<file path="src/hdl/aes_pkg.sv">
// Shared types, constants and round functions for the AES-128 engine.
package aes_pkg;

  localparam int unsigned RkDepth = 11;
  localparam int unsigned RkIdxW  = 4;
  localparam int unsigned CfgIdxW = 1;

  localparam logic [CfgIdxW-1:0] CFG_KEY_UPPER = 1'b0;
  localparam logic [CfgIdxW-1:0] CFG_KEY_LOWER = 1'b1;

  localparam logic [7:0] GF_POLY = 8'h1B;

  typedef enum logic [2:0] {
    ST_IDLE,
    ST_EXPAND,
    ST_LOAD,
    ST_ROUND,
    ST_DONE
  } aes_state_t;

  typedef struct packed {
    logic                key_start;
    logic                key_step;
    logic                load;
    logic                round_step;
    logic                last_round;
    logic                dec;
    logic [RkIdxW-1:0]   rk_addr;
    logic                rk_read;
    logic                out_load;
  } aes_cmd_t;

  localparam logic [7:0] SBOX [256] = '{
    8'h63,8'h7C,8'h77,8'h7B,8'hF2,8'h6B,8'h6F,8'hC5,8'h30,8'h01,8'h67,8'h2B,8'hFE,8'hD7,8'hAB,8'h76,
    8'hCA,8'h82,8'hC9,8'h7D,8'hFA,8'h59,8'h47,8'hF0,8'hAD,8'hD4,8'hA2,8'hAF,8'h9C,8'hA4,8'h72,8'hC0,
    8'hB7,8'hFD,8'h93,8'h26,8'h36,8'h3F,8'hF7,8'hCC,8'h34,8'hA5,8'hE5,8'hF1,8'h71,8'hD8,8'h31,8'h15,
    8'h04,8'hC7,8'h23,8'hC3,8'h18,8'h96,8'h05,8'h9A,8'h07,8'h12,8'h80,8'hE2,8'hEB,8'h27,8'hB2,8'h75,
    8'h09,8'h83,8'h2C,8'h1A,8'h1B,8'h6E,8'h5A,8'hA0,8'h52,8'h3B,8'hD6,8'hB3,8'h29,8'hE3,8'h2F,8'h84,
    8'h53,8'hD1,8'h00,8'hED,8'h20,8'hFC,8'hB1,8'h5B,8'h6A,8'hCB,8'hBE,8'h39,8'h4A,8'h4C,8'h58,8'hCF,
    8'hD0,8'hEF,8'hAA,8'hFB,8'h43,8'h4D,8'h33,8'h85,8'h45,8'hF9,8'h02,8'h7F,8'h50,8'h3C,8'h9F,8'hA8,
    8'h51,8'hA3,8'h40,8'h8F,8'h92,8'h9D,8'h38,8'hF5,8'hBC,8'hB6,8'hDA,8'h21,8'h10,8'hFF,8'hF3,8'hD2,
    8'hCD,8'h0C,8'h13,8'hEC,8'h5F,8'h97,8'h44,8'h17,8'hC4,8'hA7,8'h7E,8'h3D,8'h64,8'h5D,8'h19,8'h73,
    8'h60,8'h81,8'h4F,8'hDC,8'h22,8'h2A,8'h90,8'h88,8'h46,8'hEE,8'hB8,8'h14,8'hDE,8'h5E,8'h0B,8'hDB,
    8'hE0,8'h32,8'h3A,8'h0A,8'h49,8'h06,8'h24,8'h5C,8'hC2,8'hD3,8'hAC,8'h62,8'h91,8'h95,8'hE4,8'h79,
    8'hE7,8'hC8,8'h37,8'h6D,8'h8D,8'hD5,8'h4E,8'hA9,8'h6C,8'h56,8'hF4,8'hEA,8'h65,8'h7A,8'hAE,8'h08,
    8'hBA,8'h78,8'h25,8'h2E,8'h1C,8'hA6,8'hB4,8'hC6,8'hE8,8'hDD,8'h74,8'h1F,8'h4B,8'hBD,8'h8B,8'h8A,
    8'h70,8'h3E,8'hB5,8'h66,8'h48,8'h03,8'hF6,8'h0E,8'h61,8'h35,8'h57,8'hB9,8'h86,8'hC1,8'h1D,8'h9E,
    8'hE1,8'hF8,8'h98,8'h11,8'h69,8'hD9,8'h8E,8'h94,8'h9B,8'h1E,8'h87,8'hE9,8'hCE,8'h55,8'h28,8'hDF,
    8'h8C,8'hA1,8'h89,8'h0D,8'hBF,8'hE6,8'h42,8'h68,8'h41,8'h99,8'h2D,8'h0F,8'hB0,8'h54,8'hBB,8'h16
  };

  localparam logic [7:0] INV_SBOX [256] = '{
    8'h52,8'h09,8'h6A,8'hD5,8'h30,8'h36,8'hA5,8'h38,8'hBF,8'h40,8'hA3,8'h9E,8'h81,8'hF3,8'hD7,8'hFB,
    8'h7C,8'hE3,8'h39,8'h82,8'h9B,8'h2F,8'hFF,8'h87,8'h34,8'h8E,8'h43,8'h44,8'hC4,8'hDE,8'hE9,8'hCB,
    8'h54,8'h7B,8'h94,8'h32,8'hA6,8'hC2,8'h23,8'h3D,8'hEE,8'h4C,8'h95,8'h0B,8'h42,8'hFA,8'hC3,8'h4E,
    8'h08,8'h2E,8'hA1,8'h66,8'h28,8'hD9,8'h24,8'hB2,8'h76,8'h5B,8'hA2,8'h49,8'h6D,8'h8B,8'hD1,8'h25,
    8'h72,8'hF8,8'hF6,8'h64,8'h86,8'h68,8'h98,8'h16,8'hD4,8'hA4,8'h5C,8'hCC,8'h5D,8'h65,8'hB6,8'h92,
    8'h6C,8'h70,8'h48,8'h50,8'hFD,8'hED,8'hB9,8'hDA,8'h5E,8'h15,8'h46,8'h57,8'hA7,8'h8D,8'h9D,8'h84,
    8'h90,8'hD8,8'hAB,8'h00,8'h8C,8'hBC,8'hD3,8'h0A,8'hF7,8'hE4,8'h58,8'h05,8'hB8,8'hB3,8'h45,8'h06,
    8'hD0,8'h2C,8'h1E,8'h8F,8'hCA,8'h3F,8'h0F,8'h02,8'hC1,8'hAF,8'hBD,8'h03,8'h01,8'h13,8'h8A,8'h6B,
    8'h3A,8'h91,8'h11,8'h41,8'h4F,8'h67,8'hDC,8'hEA,8'h97,8'hF2,8'hCF,8'hCE,8'hF0,8'hB4,8'hE6,8'h73,
    8'h96,8'hAC,8'h74,8'h22,8'hE7,8'hAD,8'h35,8'h85,8'hE2,8'hF9,8'h37,8'hE8,8'h1C,8'h75,8'hDF,8'h6E,
    8'h47,8'hF1,8'h1A,8'h71,8'h1D,8'h29,8'hC5,8'h89,8'h6F,8'hB7,8'h62,8'h0E,8'hAA,8'h18,8'hBE,8'h1B,
    8'hFC,8'h56,8'h3E,8'h4B,8'hC6,8'hD2,8'h79,8'h20,8'h9A,8'hDB,8'hC0,8'hFE,8'h78,8'hCD,8'h5A,8'hF4,
    8'h1F,8'hDD,8'hA8,8'h33,8'h88,8'h07,8'hC7,8'h31,8'hB1,8'h12,8'h10,8'h59,8'h27,8'h80,8'hEC,8'h5F,
    8'h60,8'h51,8'h7F,8'hA9,8'h19,8'hB5,8'h4A,8'h0D,8'h2D,8'hE5,8'h7A,8'h9F,8'h93,8'hC9,8'h9C,8'hEF,
    8'hA0,8'hE0,8'h3B,8'h4D,8'hAE,8'h2A,8'hF5,8'hB0,8'hC8,8'hEB,8'hBB,8'h3C,8'h83,8'h53,8'h99,8'h61,
    8'h17,8'h2B,8'h04,8'h7E,8'hBA,8'h77,8'hD6,8'h26,8'hE1,8'h69,8'h14,8'h63,8'h55,8'h21,8'h0C,8'h7D
  };

  // Byte k of a block sits in bits 127-8k down to 120-8k.
  function automatic logic [7:0] get_byte(input logic [127:0] s, input int unsigned k);
    get_byte = s[127-8*k -: 8];
  endfunction

  function automatic logic [7:0] xtime(input logic [7:0] a);
    xtime = {a[6:0], 1'b0} ^ (a[7] ? GF_POLY : 8'h00);
  endfunction

  function automatic logic [127:0] byte_subst(input logic [127:0] s, input logic inv);
    logic [127:0] r;
    r = '0;
    for (int k = 0; k < 16; k++) begin
      r[127-8*k -: 8] = inv ? INV_SBOX[get_byte(s, k)] : SBOX[get_byte(s, k)];
    end
    byte_subst = r;
  endfunction

  function automatic logic [127:0] row_rotate(input logic [127:0] s, input logic inv);
    logic [127:0] r;
    r = '0;
    for (int c = 0; c < 4; c++) begin
      for (int w = 0; w < 4; w++) begin
        if (inv) begin
          r[127-8*(4*((c+w)%4)+w) -: 8] = get_byte(s, 4*c+w);
        end else begin
          r[127-8*(4*c+w) -: 8] = get_byte(s, 4*((c+w)%4)+w);
        end
      end
    end
    row_rotate = r;
  endfunction

  function automatic logic [127:0] col_mix(input logic [127:0] s);
    logic [127:0] r;
    logic [7:0]   p0, p1, p2, p3, a;
    r = '0;
    for (int c = 0; c < 4; c++) begin
      p0 = get_byte(s, 4*c);
      p1 = get_byte(s, 4*c+1);
      p2 = get_byte(s, 4*c+2);
      p3 = get_byte(s, 4*c+3);
      a  = p0 ^ p1 ^ p2 ^ p3;
      r[127-32*c -: 32] = {p0 ^ a ^ xtime(p0 ^ p1), p1 ^ a ^ xtime(p1 ^ p2),
                           p2 ^ a ^ xtime(p2 ^ p3), p3 ^ a ^ xtime(p3 ^ p0)};
    end
    col_mix = r;
  endfunction

  function automatic logic [127:0] col_unmix(input logic [127:0] s);
    logic [127:0] r;
    logic [7:0]   e, o;
    r = '0;
    for (int c = 0; c < 4; c++) begin
      e = xtime(xtime(get_byte(s, 4*c) ^ get_byte(s, 4*c+2)));
      o = xtime(xtime(get_byte(s, 4*c+1) ^ get_byte(s, 4*c+3)));
      r[127-32*c -: 32] = s[127-32*c -: 32] ^ {e, o, e, o};
    end
    col_unmix = col_mix(r);
  endfunction

endpackage

</file>
<file path="src/hdl/aes_ctrl.sv">
// Sequencing state machine for key expansion and the cipher rounds.
module aes_ctrl (
  input  logic              clk,
  input  logic              rst_n,
  input  logic              in_tvalid,
  output logic              in_tready,
  input  logic              in_func,
  output logic              out_tvalid,
  input  logic              out_tready,
  input  logic              key_write,
  output aes_pkg::aes_cmd_t cmd
);
  import aes_pkg::*;

  aes_state_t        state_r, state_nxt;
  logic [RkIdxW-1:0] cnt_r, cnt_nxt;
  logic              keys_ready_r, keys_ready_nxt;
  logic              dec_r, dec_nxt;
  logic              out_valid_r, out_valid_nxt;

  always_ff @(posedge clk) begin
    if (!rst_n) begin
      state_r      <= ST_IDLE;
      cnt_r        <= '0;
      keys_ready_r <= 1'b0;
      dec_r        <= 1'b0;
      out_valid_r  <= 1'b0;
    end else begin
      state_r      <= state_nxt;
      cnt_r        <= cnt_nxt;
      keys_ready_r <= keys_ready_nxt;
      dec_r        <= dec_nxt;
      out_valid_r  <= out_valid_nxt;
    end
  end

  always_comb begin
    state_nxt = state_r;
    unique case (state_r)
      ST_IDLE: begin
        if (in_tvalid) begin
          state_nxt = keys_ready_r ? ST_LOAD : ST_EXPAND;
        end
      end
      ST_EXPAND: begin
        if (cnt_r == RkIdxW'(RkDepth - 1)) begin
          state_nxt = ST_IDLE;
        end
      end
      ST_LOAD:  state_nxt = ST_ROUND;
      ST_ROUND: begin
        if (cnt_r == RkIdxW'(RkDepth - 2)) begin
          state_nxt = ST_DONE;
        end
      end
      ST_DONE: begin
        if (!out_valid_r || out_tready) begin
          state_nxt = ST_IDLE;
        end
      end
      default:  state_nxt = ST_IDLE;
    endcase
  end

  // The state register is loaded at ST_LOAD with round key 0 (or 10) added; each
  // ST_ROUND cycle applies one round, the round key having been read in the cycle before.
  always_comb begin
    cmd            = '0;
    cmd.dec        = dec_r;
    cnt_nxt        = cnt_r;
    keys_ready_nxt = keys_ready_r;
    dec_nxt        = dec_r;
    out_valid_nxt  = out_valid_r;
    in_tready      = 1'b0;
    if (out_valid_r && out_tready) begin
      out_valid_nxt = 1'b0;
    end
    unique case (state_r)
      ST_IDLE: begin
        cnt_nxt = '0;
        if (in_tvalid) begin
          dec_nxt = in_func;
          if (keys_ready_r) begin
            cmd.rk_read = 1'b1;
            cmd.rk_addr = in_func ? RkIdxW'(RkDepth - 1) : '0;
          end else begin
            cmd.key_start = 1'b1;
          end
        end
      end
      ST_EXPAND: begin
        cmd.key_step = 1'b1;
        cmd.rk_addr  = cnt_r;
        cnt_nxt      = cnt_r + 1'b1;
        if (cnt_r == RkIdxW'(RkDepth - 1)) begin
          keys_ready_nxt = 1'b1;
          cnt_nxt        = '0;
        end
      end
      ST_LOAD: begin
        in_tready   = 1'b1;
        cmd.load    = 1'b1;
        cmd.rk_read = 1'b1;
        cmd.rk_addr = dec_r ? RkIdxW'(RkDepth - 2) : RkIdxW'(1);
        cnt_nxt     = '0;
      end
      ST_ROUND: begin
        cmd.round_step = 1'b1;
        cmd.last_round = (cnt_r == RkIdxW'(RkDepth - 2));
        cmd.rk_read    = !cmd.last_round;
        cmd.rk_addr    = dec_r ? RkIdxW'(RkDepth - 3) - cnt_r : cnt_r + RkIdxW'(2);
        cnt_nxt        = cnt_r + 1'b1;
      end
      ST_DONE: begin
        if (!out_valid_r || out_tready) begin
          cmd.out_load  = 1'b1;
          out_valid_nxt = 1'b1;
        end
      end
      default: ;
    endcase
    if (key_write) begin
      keys_ready_nxt = 1'b0;
    end
  end

  // ST_DONE waits until the previous result has left the output register.
  assign out_tvalid = out_valid_r;

endmodule

</file>
<file path="config.mk">
export PLATFORM = sky130hd
export DESIGN_NAME = aes_ctrl
export DESIGN_NICKNAME = d
export VERILOG_FILES = /design/src/hdl/aes_pkg.sv /design/src/hdl/aes_ctrl.sv
export SDC_FILE = /design/constraint.sdc
export NUM_CORES = 1
export LEC_CHECK = 0
export BUFFER_PORTS_ARGS = -buffer_cell sky130_fd_sc_hd__buf_4
export CAP_MARGIN = 20
export CORE_MARGIN = 2
export CORE_UTILIZATION = 25
export CTS_BUF_LIST = sky130_fd_sc_hd__clkbuf_4 sky130_fd_sc_hd__clkbuf_8
export CTS_CLUSTER_SIZE = 40
export DETAILED_ROUTE_END_ITERATION = 7
export PLACE_DENSITY_LB_ADDON = 0.25
export SETUP_SLACK_MARGIN = 0.15
export SLEW_MARGIN = 20
export SYNTH_ARGS = -nofsm -noshare
export SYNTH_HDL_FRONTEND = slang
export SYNTH_SLANG_ARGS = --single-unit
</file>
<file path="constraint.sdc">
create_clock -name clk -period 3.5 [get_ports clk]
set_input_delay 0.7 -clock clk [delete_from_list [all_inputs] [get_ports clk]]
set_output_delay 0.7 -clock clk [all_outputs]
set_load 0.05 [all_outputs]
</file>
# Word level (Yosys, flattened, before mapping)
# Index checks and enable logic that the tools add are counted.
[totals]
word_cells = 56
output_inout_bits = 14
regBits = 10
input_bits = 6
[classes]
n_reduce_logical = 11
bitwise_logic = 1
n_mux = 26
addsub = 3
eq_ne = 10
[ops]
columns = ["operator", "n"]
rows = [
  ["two-way mux 4 bit", 4],
  ["case mux 4 bit (4 select lines)", 1],
  ["case mux 3 bit (5 select lines)", 1],
  ["two-way mux 3 bit", 4],
  ["case mux 4 bit (3 select lines)", 1],
  ["two-way mux 1 bit", 10],
  ["two-way mux 5 bit", 2],
  ["equality test 4 bit (second input constant)", 2],
  ["inequality test 2 bit (second input constant)", 4],
  ["equality test 3 x 2 -> 1 bit (second input constant)", 2],
  ["adder 4 x 1 -> 4 bit (second input constant)", 1],
  ["adder 4 x 2 -> 4 bit (second input constant)", 1],
  ["two-way mux 2 bit", 2],
  ["AND reduction 2 bit", 2],
  ["AND reduction 4 bit", 1],
  ["OR reduction 2 bit", 2],
  ["subtractor 4 bit (first input constant)", 1],
  ["equality test 3 x 1 -> 1 bit (second input constant)", 1],
  ["equality test 3 bit (second input constant)", 1],
  ["logical NOT 3 bit", 1],
  ["case mux 1 bit (3 select lines)", 1],
  ["nonzero test 3 bit", 1],
  ["logical NOT 1 bit", 2],
  ["logical AND 1 bit", 1],
  ["other kinds (2)", 2],
]

# Depth between registers and ports, before layout
# Gate-level depths: netlist of the first run.
[logic_depth]
depth_word = 4
ltp_mapped = 6
mapped_depth_nobuf = 6

# Worst setup path after synthesis of the first run
# Ideal clock, no wire load.
[synth_path]
kind = "register to output"
start = "reg cnt_r[0]"
end = "out cmd[3] (netlist name)"
stages_incl_launch_ff = 7
t_required_ns = 2.800
arrival_time_ns = 2.083
slack_ns = 0.717
n_path_buf = 0
cell_sequence = "dfxtp_1 -> inv_1 -> ha_1 -> nand2_1 -> o211ai_1 -> o21ai_0 -> o21ai_0"
[synth_rtl]
columns = ["item", "line", "text"]
rows = [
  ["start: declaration", "aes_ctrl.sv:16", "logic [RkIdxW-1:0] cnt_r, cnt_nxt;"],
  ["start signal: assignment", "aes_ctrl.sv:30", "cnt_r <= cnt_nxt;"],
  ["end: declaration", "aes_ctrl.sv:11", "output aes_pkg::aes_cmd_t cmd"],
]

==> impl_metrics.toml, run 1 <==
[placement]
place_congestion = 0.795
dp_slack_ns = 1.26
dp_cells = 155
port_buffers = 19
hpwl_microns = 1430

[hold_path]
hp-class = "flop to flop"

[power]
seqPwrFrac = 0.445
vdd.ir_drop.worst_uv = 66.7
p_sw_frac = 0.287
netSwitchingPower_uw = 80.4
pwr-share-clk = 0.376
intPower_uw = 200
powerDensity_nw_per_um2 = 278
power.leakage_uw = 0.000409
comb_power_share = 0.178

[layout]
nets = 128
final_core_util = 0.325
layout_commonest_cell = "buf_4"
synthToLayoutAreaGrowth_pct = 20.9
finalNonFillerCells = 159
diodes = 0
layout-drive-gt1-share = 0.339
final_cell_mix = "buf_4, nor2_1, dfxtp_1, nand2_1"

[logic_synthesis]
ys_seq_area_frac = 0.240
syn_inst = 98
synth_nets = 110
yosysWarnings = 0
synthArstFlopShare = 0
synthDistinctLibCells = 39
synth-seq-cells = 10
avgSynthCellArea_sq_um = 8.50
synth_edf_count = 0
synth_area_sq_um = 833
synthFlopType = "dfxtp_1"

[global_routing]
track_usage = 0.106
grt_overflow = 0
grt_start_max_net_pins = 19
grt_pass1_wl_microns = 2920
grt_pass1_vias = 654
grt_antenna_before_repair = 0

[cts]
cts_tree = "done"
clk_pin_slew_ns = 0.08
post_cts_buffers = 0
clock-root-buffer = "clkbuf_4"
htree_levels = 1
postCtsHoldBufs = 0
clock_sinks = 10
numCtsBuffers = 3
cts_resized = 0
clock_path_buffers = 2
clk_latency_ns = 0.27

[route]
met1_length_microns = 827
wl_met3_microns = 96
wl_per_cell_microns = 11.5
vias = 727
wl_met2_microns = 874
viasPerCell = 4.57
postRouteAntennaNets = 0
first_pass_iters = 4
drt_iter0_markers = 44
route.detailed.drc = 0
wirelength_microns = 1830
top_layer = "met4"

[run_status]
status = "completed"

[sta]
skew_ns = 0.00812
setup_viol = 0
hold_violations = 0
min_period_ns = 2.52
fmax_mhz = 398
setup_tns_ns = 0
rsz0062_at_grt = "false"
layout_setup_ws_ns = 0.985
finalCritPeriodShare = 0.719
slew_headroom = 0.490
worst_pin_slew_ns = 0.764
slew_viol_final = 0

[floorplan]
core_area_sq_um = 3100
dieArea_sq_um = 3810
rows = 20
pin_count = 20
die_h_microns = 61.7
start_util = 0.269
die_w_microns = 61.7

[run]
drv_cap = 0

[worst_setup_path]
start_kind = "flop"
worst-setup-path-type = "flop to primary output"
crit_arrival_ns = 1.82
crit_fanout = 18
end_kind = "primary output"
required_ns = 2.80
-- Yosys cell counts, types with 3 or more instances --
| cell type | count | area, sq um |
|---|---|---|
| dfxtp_1 | 10 | 200 |
| o22ai_1 | 3 | 18.8 |
| nand2_1 | 9 | 33.8 |
| buf_6 | 4 | 45.0 |
| a21oi_1 | 6 | 30.0 |
| ha_1 | 6 | 75.1 |
| nor2_1 | 11 | 41.3 |
| o21ai_0 | 4 | 20.0 |
| buf_4 | 3 | 22.5 |
| inv_1 | 5 | 18.8 |
| nor2b_1 | 4 | 25.0 |
-- power by group through the flow --
| stage | Combinational (uW) | Sequential (uW) | Clock, uW |
|---|---|---|---|
| CTS | 50.4 | 125 | 109 |
| floorplan | 43.6 | 121 | 0 |
| detailed placement | 50.2 | 128 | 0 |
| finish | 50.0 | 125 | 105 |
| global placement | 50.1 | 127 | 0 |
| global route | 54.5 | 126 | 118 |
-- path summary, 6_finish.rpt --
kind / to / cells after the start / from / slack (ns)
worst max-delay path: cmd[5] / 5 / state_r[1]$_SDFFE_PN0P_ / 0.98
worst min-delay path: out_tvalid$_SDFF_PN0_ / 2 / out_tvalid$_SDFF_PN0_ / 0.51
worst max register to register: state_r[2]$_SDFFE_PN0P_ / 4 / state_r[0]$_SDFFE_PN0P_ / 2.01
worst min register to register: out_tvalid$_SDFF_PN0_ / 2 / out_tvalid$_SDFF_PN0_ / 0.51
-- layer usage --
metal	track usage	vias up
li1	-	372
met1	0.137	333
met2	0.161	20
met3	0.0269	2
met4	0.0547	0
met5	0	-
-- through the flow --
step / hold slack, ns / instance area (sq um) / total power, uW
after floorplan: 0.503 / 833 / 165
after global routing: 0.556 / 1010 / 298
after CTS: 0.514 / 1010 / 284
final: 0.512 / 1010 / 280
after detailed placement: 0.500 / 971 / 178
after global placement: 0.501 / 971 / 177
-- kinds of logic after synthesis --
kind of cell	share of synthesized area
AND/OR/NAND/NOR	0.300
AO/OA/AOI/OAI	0.231
buffers and inverters	0.104
flip-flops	0.240
adder cells (fa/ha/maj)	0.0901
multiplexers	0.0240
XOR/XNOR	0.0105
-- registers in the layout, indices dropped and copies added (netlist names) --
signal / cells
cnt_r: 4
dec_r: 1
keys_ready_r: 1
out_tvalid: 1
state_r: 3
-- cell type report --
type | instances | area (sq um)
sequential | 10 | 200
inverter | 5 | 18.8
clock buffer | 4 | 36.3
tap | 44 | 55.1
timing repair buffer | 20 | 150
fill | 350 | 2100
multi-input combinational | 76 | 547
-- worst max-delay path: stages (launching register included) --
cell,delay (ns)
dfxtp_1,0.82
nand2_1,0.10
o22ai_1,0.18
a21oi_1,0.06
o22ai_1,0.16
buf_4,0.22
Note: power is estimated with default switching activity, not from simulation.
==> inputs of run 2 (changes only) <==
Clock period 3.5 ns to 2.29 ns, I/O delays scaled along.
==> run 2 against run 1 <==
Global-route usage rose by 0.50 points. Die area did not move. Largest power group unchanged. Sequential cell count did not move. Total power rose by 39%. Critical path type unchanged. Critical path depth rose by 1. Setup slack got worse by 0.73 ns. Clock-buffer cell count fell by 1. Hold slack got worse by 0.16 ns. Highest routed layer unchanged. Routed wire length rose by 4.2%. Clock power rose by 11%. Register-to-register slack got worse by 1.1 ns. Via count fell by 0.55%.
==> impl_metrics.toml, run 2 (same netlist as run 1, synthesis figures left out) <==
[placement]
place_congestion = 0.850
hpwl_microns = 1450
port_buffers = 19
dp_slack_ns = 0.318
dp_cells = 157

[global_routing]
grt_overflow = 0
grt_antenna_before_repair = 0
grt_pass1_vias = 674
grt_pass1_wl_microns = 3130
track_usage = 0.111
grt_start_max_net_pins = 16

[sta]
setup_tns_ns = 0
slew_headroom = 0.721
min_period_ns = 2.04
fmax_mhz = 491
finalCritPeriodShare = 0.889
layout_setup_ws_ns = 0.253
rsz0062_at_grt = "true"
setup_viol = 0
slew_viol_final = 0
hold_violations = 0
fin_hold_ws_ns = 0.353
skew_ns = 0.00126
worst_pin_slew_ns = 0.418

[cts]
postCtsHoldBufs = 0
cts_tree = "done"
clk_pin_slew_ns = 0.06
clock_path_buffers = 2
clock_sinks = 10
htree_levels = 1
clk_latency_ns = 0.26
numCtsBuffers = 3
clock-root-buffer = "clkbuf_4"

[worst_setup_path]
slowest_delay_ns = 0.37
crit_chain = "ha_2 -> nor2b_1 -> a31o_2 -> xnor2_1 -> o22ai_2 -> buf_6"
worst-setup-path-type = "flop to primary output"
crit_arrival_ns = 1.58
end_kind = "primary output"
cp_slowest_cell = "dfxtp_4"
crit_fanout = 7
required_ns = 1.83
start_kind = "flop"

[layout]
final_cell_mix = "buf_4, nor2_1, nand2_1, a21oi_1, dfxtp_1"
diodes = 0
nets = 131
finalNonFillerCells = 161
fillers = 349
final_core_util = 0.342
top_register = "cnt_r"
largest_register_ffs = 4
layout_commonest_cell = "buf_4"
largestRegisters = "cnt_r x4, state_r x3"
layout-drive-gt1-share = 0.436
synthToLayoutAreaGrowth_pct = 27.2

[route]
postRouteAntennaNets = 0
wl_per_cell_microns = 11.8
wirelength_microns = 1900
viasPerCell = 4.49
drt_iter0_markers = 27
first_pass_iters = 4
vias = 723
route.detailed.drc = 0

[floorplan]
core_area_sq_um = 3100
rows = 20
pin_count = 20
die_h_microns = 61.7
die_w_microns = 61.7
dieArea_sq_um = 3810
start_util = 0.269

[run]
drv_cap = 0

[power]
vdd.ir_drop.worst_uv = 156
power.leakage_uw = 0.000423
powerDensity_nw_per_um2 = 368

[hold_path]
hp-class = "primary input to flop"

[run_status]
status = "completed"
==> run 2: changes by cell type in the layout (fill, tap and decap cells not counted), moves of 2 or more <==
| cell | before | now |
|---|---|---|
| buf_6 | 0 | 2 |
| inv_2 | 0 | 2 |
| ha_1 | 6 | 4 |
| dfxtp_4 | 0 | 2 |
| o21ai_1 | 0 | 2 |
| dfxtp_2 | 0 | 2 |
| o21ai_0 | 4 | 2 |
| dfxtp_1 | 10 | 6 |
| inv_1 | 5 | 3 |
==> run 2: final cells by class <==
class | count | area [sq um] | share of cell area
Multi-Input combinational cell | 76 | 573 | 0.541
Sequential cell | 10 | 210 | 0.198
Timing Repair Buffer | 23 | 180 | 0.170
Tap cell | 44 | 55.1 | 0.0519
Clock buffer | 3 | 22.5 | 0.0213
Inverter | 5 | 18.8 | 0.0177
==> run 2: path summary, 6_finish.rpt <==
kind	startpoint	slack [ns]	end	depth (start not counted)
setup / recovery	cnt_r[1]$_SDFFE_PN0P_	0.25	cmd[5]	6
hold / removal	key_write	0.35	keys_ready_r$_SDFFE_PP0P_	2
setup reg to reg	state_r[2]$_SDFFE_PN0P_	0.91	keys_ready_r$_SDFFE_PP0P_	5
hold reg to reg	out_tvalid$_SDFF_PN0_	0.53	out_tvalid$_SDFF_PN0_	2
==> run 2: routing by layer <==
metal	vias up	part of all wire	GRT usage
met2	12	0.46	0.168
met5	-	0	0
met4	0	0.010	0.0456
met3	2	0.018	0.0124
li1	377	-	-
met1	332	0.51	0.158
==> run 2: repair_timing <==
item | 4_1_cts | 5_1_grt
pin swaps | 1 | 2
setup endpoints to repair | 2 | 2
setup buffers | 0 | 1
gates resized for setup | 5 | 8
==> run 2: where the power goes <==
group,total [uW],switching [uW],internal [uW]
sequential,183,6.06,177
combinational,90.5,54.6,35.9
clock,117,56.1,60.6
==> run 2: worst max-delay path: cells and delay by family (launching register included) <==
family | cells | cell delay, ns
flip-flops | 1 | 0.37
AND/OR/NAND/NOR | 1 | 0.12
buffers and inverters | 1 | 0.18
adder cells (fa/ha/maj) | 1 | 0.19
XOR/XNOR | 1 | 0.13
AO/OA/AOI/OAI | 2 | 0.34
==> run 2: stage by stage <==
step / total power (uW) / area [sq um]
after floorplan: 253 / 845
after global placement: 275 / 997
after detailed placement: 276 / 997
after CTS: 396 / 1030
after global routing: 415 / 1060
final: 390 / 1060
